### src/sv/lrds_pkg.sv
// Types, constants and field layouts shared by the run duration statistics block.
package lrds_pkg;

    localparam int CODEBOOKS_DEF = 1024;
    localparam int MAX_RUN_DEF   = 65535;

    localparam int LABEL_W   = 10;
    localparam int LEN_W     = 16;
    localparam int CNT_W     = 32;
    localparam int SLEN_W    = 40;
    localparam int SSQ_W     = 56;
    localparam int SLOG_W    = 48;
    localparam int MEAN_W    = 32;
    localparam int VAR_W     = 48;
    localparam int CFG_CB_W  = 11;
    localparam int CFG_W     = 32;
    localparam int CFG_IDX_W = 1;
    localparam int LIM_W     = 17;

    localparam int IN_DATA_W  = 16;
    localparam int OUT_DATA_W = 288;
    localparam int RLEN_LO    = LABEL_W;

    localparam int DIV_W     = SSQ_W + 16;
    localparam int DIV_CNT_W = $clog2(DIV_W);
    localparam int LOG_STEPS = 30;

    localparam logic [29:0] LN2_Q30 = 30'd744261118;
    localparam logic [CFG_CB_W-1:0] CB_RESET  = 11'd1024;
    localparam logic [CFG_W-1:0]    VAR_RESET = 32'd65536;

    localparam logic KIND_RUN   = 1'b0;
    localparam logic KIND_QUERY = 1'b1;

    typedef enum logic [CFG_IDX_W-1:0] {
        CFG_CODEBOOKS = 1'b0,
        CFG_MIN_VAR   = 1'b1
    } cfg_idx_t;

    typedef enum logic [3:0] {
        ST_CLEAR,
        ST_IDLE,
        ST_JOB,
        ST_C_RD,
        ST_C_LOG,
        ST_C_MUL,
        ST_C_UPD,
        ST_Q_RD,
        ST_Q_CAP,
        ST_Q_DIV,
        ST_Q_SAVE,
        ST_Q_MUL,
        ST_Q_OUT
    } state_t;

    typedef struct packed {
        logic [CNT_W-1:0]  count;
        logic [SLOG_W-1:0] sum_log;
        logic [SSQ_W-1:0]  sum_sq;
        logic [SLEN_W-1:0] sum_len;
    } acc_word_t;

    typedef struct packed {
        logic clr_wr;
        logic accept;
        logic load_job;
        logic job_sel;
        logic rd;
        logic log_init;
        logic log_step;
        logic log_fin;
        logic upd;
        logic last;
        logic div_init;
        logic div_sel;
        logic div_step;
        logic div_save;
        logic mul;
        logic qout;
    } cmd_t;

    typedef struct packed {
        logic clr_done;
        logic is_query;
        logic j0_valid;
        logic j1_valid;
        logic log_last;
        logic div_last;
        logic count_zero;
        logic out_free;
    } sts_t;

endpackage

### src/sv/lrds_ctrl.sv
// Controller state machine sequencing run closes, queries and the clearing pass.
module lrds_ctrl import lrds_pkg::*; (
    input  logic clk,
    input  logic rst_n,
    input  logic s_tvalid,
    output logic s_tready,
    input  sts_t sts,
    output cmd_t cmd
);

    state_t state_reg, state_next;
    logic   phase_reg, phase_next;
    logic   sel_reg, sel_next;
    logic   qsel_reg, qsel_next;

    always_ff @(posedge clk or negedge rst_n)
    begin
        if (!rst_n)
        begin
            state_reg <= ST_CLEAR;
            phase_reg <= 1'b0;
            sel_reg   <= 1'b0;
            qsel_reg  <= 1'b0;
        end
        else
        begin
            state_reg <= state_next;
            phase_reg <= phase_next;
            sel_reg   <= sel_next;
            qsel_reg  <= qsel_next;
        end
    end

    always_comb
    begin
        state_next = state_reg;
        phase_next = phase_reg;
        sel_next   = sel_reg;
        qsel_next  = qsel_reg;
        case (state_reg)
            ST_CLEAR:
            begin
                if (sts.clr_done)
                begin
                    state_next = ST_IDLE;
                end
            end
            ST_IDLE:
            begin
                if (s_tvalid)
                begin
                    state_next = ST_JOB;
                    phase_next = 1'b0;
                end
            end
            ST_JOB:
            begin
                if (sts.is_query)
                begin
                    state_next = ST_Q_RD;
                end
                else if (!phase_reg && sts.j0_valid)
                begin
                    sel_next   = 1'b0;
                    state_next = ST_C_RD;
                end
                else if (sts.j1_valid)
                begin
                    sel_next   = 1'b1;
                    state_next = ST_C_RD;
                end
                else
                begin
                    state_next = ST_IDLE;
                end
            end
            ST_C_RD:  state_next = ST_C_LOG;
            ST_C_LOG:
            begin
                if (sts.log_last)
                begin
                    state_next = ST_C_MUL;
                end
            end
            ST_C_MUL: state_next = ST_C_UPD;
            ST_C_UPD:
            begin
                if (sts.out_free)
                begin
                    if (sel_reg || !sts.j1_valid)
                    begin
                        state_next = ST_IDLE;
                    end
                    else
                    begin
                        phase_next = 1'b1;
                        state_next = ST_JOB;
                    end
                end
            end
            ST_Q_RD:  state_next = ST_Q_CAP;
            ST_Q_CAP:
            begin
                if (sts.count_zero)
                begin
                    state_next = ST_Q_OUT;
                end
                else
                begin
                    qsel_next  = 1'b0;
                    state_next = ST_Q_DIV;
                end
            end
            ST_Q_DIV:
            begin
                if (sts.div_last)
                begin
                    state_next = ST_Q_SAVE;
                end
            end
            ST_Q_SAVE:
            begin
                if (!qsel_reg)
                begin
                    qsel_next  = 1'b1;
                    state_next = ST_Q_DIV;
                end
                else
                begin
                    state_next = ST_Q_MUL;
                end
            end
            ST_Q_MUL: state_next = ST_Q_OUT;
            ST_Q_OUT:
            begin
                if (sts.out_free)
                begin
                    state_next = ST_IDLE;
                end
            end
            default:  state_next = ST_IDLE;
        endcase
    end

    always_comb
    begin
        cmd      = '0;
        s_tready = 1'b0;
        case (state_reg)
            ST_CLEAR: cmd.clr_wr = 1'b1;
            ST_IDLE:
            begin
                s_tready   = 1'b1;
                cmd.accept = s_tvalid;
            end
            ST_JOB:
            begin
                cmd.load_job = !sts.is_query &&
                               ((!phase_reg && sts.j0_valid) || sts.j1_valid);
                cmd.job_sel  = !(!phase_reg && sts.j0_valid);
            end
            ST_C_RD:
            begin
                cmd.rd       = 1'b1;
                cmd.log_init = 1'b1;
            end
            ST_C_LOG: cmd.log_step = 1'b1;
            ST_C_MUL: cmd.log_fin  = 1'b1;
            ST_C_UPD:
            begin
                cmd.upd  = sts.out_free;
                cmd.last = sel_reg || !sts.j1_valid;
            end
            ST_Q_RD:  cmd.rd = 1'b1;
            ST_Q_CAP:
            begin
                cmd.div_init = !sts.count_zero;
                cmd.div_sel  = 1'b0;
            end
            ST_Q_DIV: cmd.div_step = 1'b1;
            ST_Q_SAVE:
            begin
                cmd.div_save = 1'b1;
                cmd.div_init = !qsel_reg;
                cmd.div_sel  = 1'b1;
            end
            ST_Q_MUL: cmd.mul  = 1'b1;
            ST_Q_OUT: cmd.qout = sts.out_free;
            default:  cmd = '0;
        endcase
    end

endmodule

### config.mk
export PLATFORM = sky130hd
export DESIGN_NAME = lrds_ctrl
export DESIGN_NICKNAME = d
export VERILOG_FILES = /design/src/sv/lrds_pkg.sv /design/src/sv/lrds_ctrl.sv
export SDC_FILE = /design/constraint.sdc
export NUM_CORES = 1
export LEC_CHECK = 0
export ABC_AREA = 0
export BUFFER_PORTS_ARGS = -buffer_cell sky130_fd_sc_hd__buf_2
export CORE_MARGIN = 3
export CORE_UTILIZATION = 50
export CTS_CLUSTER_DIAMETER = 60
export DETAILED_ROUTE_END_ITERATION = 10
export PLACE_DENSITY = 0.94
export SLEW_MARGIN = 10
export SYNTH_ARGS = -nofsm -noshare
export SYNTH_HDL_FRONTEND = slang
export SYNTH_SLANG_ARGS = --single-unit
### constraint.sdc
create_clock -name clk -period 3.4 [get_ports clk]
set_input_delay 0.68 -clock clk [delete_from_list [all_inputs] [get_ports clk]]
set_output_delay 0.68 -clock clk [all_outputs]
set_load 0.02 [all_outputs]
==> PnR_summary.wiki <==
{| class="wikitable"
! Metric !! Value
|-
| Number of pins exceeding their max-slew limit in the final report || 0
|-
| Top library cells by usage in the layout, fill and taps aside || buf_2, nor2_1, nor3_1
|-
| Total of fill cells in the finished design || 116
|-
| Dominant register cell in the synthesized netlist || dfrtp_1
|-
| Post-detailed-placement half-perimeter wirelength || 1320 um
|-
| Post-synthesis adder-cell area fraction || 0
|-
| Global-route track usage on met2 || 0.336
|-
| Most used routing layer || met2
|-
| TNS Setup || 0 ns
|-
| CP Capture Type || output pin
|-
| Post-DR vias/cell || 6.23
|-
| Arr. time, crit path || 1.94 ns
|-
| Post-cts hold buffer count || 0
|-
| Initial standard-cell utilization of the core || 0.576
|-
| Share of the clock period used by the worst path after layout || 0.770
|-
| Clock latency at the later pin of the worst-skew pair || 0.26 ns
|-
| Met1 routing resource usage after global routing || 0.247
|-
| Total Wirelength || 1810 um
|-
| Remaining number of nets flagged by the antenna check after routing || 0
|-
| Count of flip-flops with a built-in enable after synthesis || 0
|-
| Cell area after technology mapping || 692 um2
|-
| Mux contribution to synthesized area || 0.0145
|-
| Layout cell share with drive strength beyond 1 || 0.324
|-
| Clk slew on worst S/H paths || 0.06 ns
|-
| Synthesized-area fraction occupied by ao, oa, aoi and oai cells || 0.284
|-
| Height of the die || 43.2 um
|-
| Drt first pass iters || 4
|-
| I/O pin count || 28
|-
| Core Footprint || 1200 um2
|-
| Worst-path cell chain || nand2b_1, a2111oi_0, buf_2
|-
| Routing usage on met3 || 0.0381
|-
| CP max FO || 20
|-
| Global-route wire length before repair || 2950 um
|-
| Post-layout worst setup margin || 0.782 ns
|-
| Required time at the endpoint of the critical path || 2.72 ns
|-
| Congestion Overflow GR || 0
|-
| Largest register FFs || 4
|-
| CTS tree || built
|-
| Seq/Total Area, Yosys || 0.253
|-
| Largest net degree at the start of global routing || 21
|-
| Setup repair after global routing missed its margin || false
|-
| Critical path's largest stage delay || 0.73 ns
|-
| Post-synthesis share of cell area spent on and, or, nand and nor gates || 0.345
|-
| Number of gates given a new drive strength after cts || 0
|-
| Max cap viols || 0
|-
| Post-synthesis instance total || 87
|-
| Layout overhead on the synthesized area || 17.7%
|-
| Slew at the pin closest to its max-slew limit || 0.612 ns
|-
| Largest family of logic cells by synthesized area || simple AND/OR/NAND/NOR gates
|-
| Status || completed
|-
| Total power density per cell area || 918 nW/um2
|-
| Count of standard-cell rows || 12
|-
| Via count of the first global-routing pass || 687
|-
| Number of buffers added for setup after CTS || 0
|-
| Startpoint Class || flop
|-
| Total number of nets in the final design || 120
|-
| DRC marker count from the first detailed-route iteration || 30
|-
| Worst slew margin relative to its limit || 0.592
|-
| Commonest non-fill, non-tap cell in the layout || buf_2
|-
| Die area || 1870 um2
|-
| Number of buffers created by CTS || 3
|-
| Max frequency || 0.382 GHz
|-
| Gr usage total || 0.210
|-
| Number of flip-flops and latches in the synthesized netlist || 7
|-
| Wire length per cell || 14.8 um
|-
| Routed via count || 760
|-
| Final number of setup-violating endpoints || 0
|-
| Number of sinks driven by the clock tree || 7
|-
| Synth Area per Inst || 7.95 um2
|-
| Final weighted congestion of routability-driven global placement || 0.914
|-
| Critical path class || reg -> out
|-
| H-tree depth || 1
|-
| Syn nets || 98
|-
| Async set-or-reset flop fraction in the synthesized netlist || 1.00
|-
| Remaining design rule violation count || 0
|-
| Slowest stage cell, crit path || dfrtp_1
|-
| Final-report hold violation count || 0
|-
| Antenna violations before repair || 0
|-
| Diodes inserted || 0
|-
| Horiz. Die Dim || 43.2 um
|-
| Buffer depth of the longest clock path || 2
|-
| Cell leakage power || 0.000381 uW
|-
| Total area of multi-input combinational cells || 445 um2
|-
| Post-Synth XOR/XNOR Area || 0
|-
| Setup slack at placement || 1.07 ns
|-
| Cell at the root of the clock tree || clkbuf_4
|-
| Combined flip-flop and latch cell area || 175 um2
|-
| Worst min-delay path category || in -> async
|-
| Cell family with the largest share of critical-path delay || flip-flops
|-
| Port Buffers || 27
|-
| Highest ir drop seen on vdd || 0.449 mV
|-
| Worst Clk Skew || 0.00912 ns
|-
| Shortest clock period the worst path allows after layout || 2.62 ns
|-
| Syn. warnings || 0
|-
| Buf+Inv Stages, Crit Path || 1
|-
| Count of cell types in the netlist || 35
|}
==> stage by stage <==
step	util	total power, uW	instances	hold slack (ns)	area (um2)
after floorplan	-	580	87	0.384	692
after global placement	0.656	647	118	0.498	788
after detailed placement	0.656	661	118	0.503	788
after CTS	0.678	746	122	0.249	815
after global routing	0.678	809	122	0.253	815
final	0.678	748	122	0.244	815
==> cells by family after synthesis <==
group / after synthesis
compound gates: 26
mux: 1
simple gates: 39
buf+inv: 14
flops: 7
==> worst paths after layout <==
kind                                           from                        to  slack (ns)  cells past startpoint
setup reg to reg           state_reg[0]$_DFFE_PN0P_  state_reg[0]$_DFFE_PN0P_        1.68                      4
max in group asynchronous                     rst_n     phase_reg$_DFFE_PN0P_        2.98                      1
hold reg to reg               phase_reg$_DFFE_PN0P_     phase_reg$_DFFE_PN0P_        0.52                      1
min in group clk              phase_reg$_DFFE_PN0P_     phase_reg$_DFFE_PN0P_        0.52                      1
setup / recovery           state_reg[3]$_DFFE_PN0P_                    cmd[5]        0.78                      3
hold / removal                                rst_n  state_reg[2]$_DFFE_PN0P_        0.24                      1
==> synthesized netlist by cell type (2+ instances only) <==
master	instances	area (um2)
a21oi_1	4	20.0
buf_2	6	30.0
buf_4	3	22.5
dfrtp_1	7	175
inv_1	4	15.0
nand2_1	3	11.3
nand2b_1	4	25.0
nor2_1	9	33.8
nor2b_1	4	25.0
nor3_1	8	40.0
nor4_1	2	12.5
nor4b_1	2	17.5
o21ai_0	6	30.0
o22ai_1	3	18.8
o31a_1	2	17.5
==> final cells by class <==
| type | count | share of cell area |
|---|---|---|
| Inverter | 4 | 0.0184 |
| Tap cell | 14 | 0.0215 |
| Timing Repair Buffer | 27 | 0.166 |
| Sequential cell | 7 | 0.215 |
| Multi-Input combinational cell | 66 | 0.547 |
| Clock buffer | 4 | 0.0323 |
==> where the power goes <==
group / switching [uW] / total [uW] / internal [uW]
Combinational: 237 / 423 / 186
Sequential: 122 / 243 / 121
Clock: 36.8 / 82.0 / 45.2
Total: 396 / 748 / 352
==> layer usage <==
metal,share of wire,vias up
met5,0,-
met4,0.023,0
met3,0.069,6
met2,0.47,35
met1,0.44,350
li1,-,369
Power figures use the tool's default switching activity.
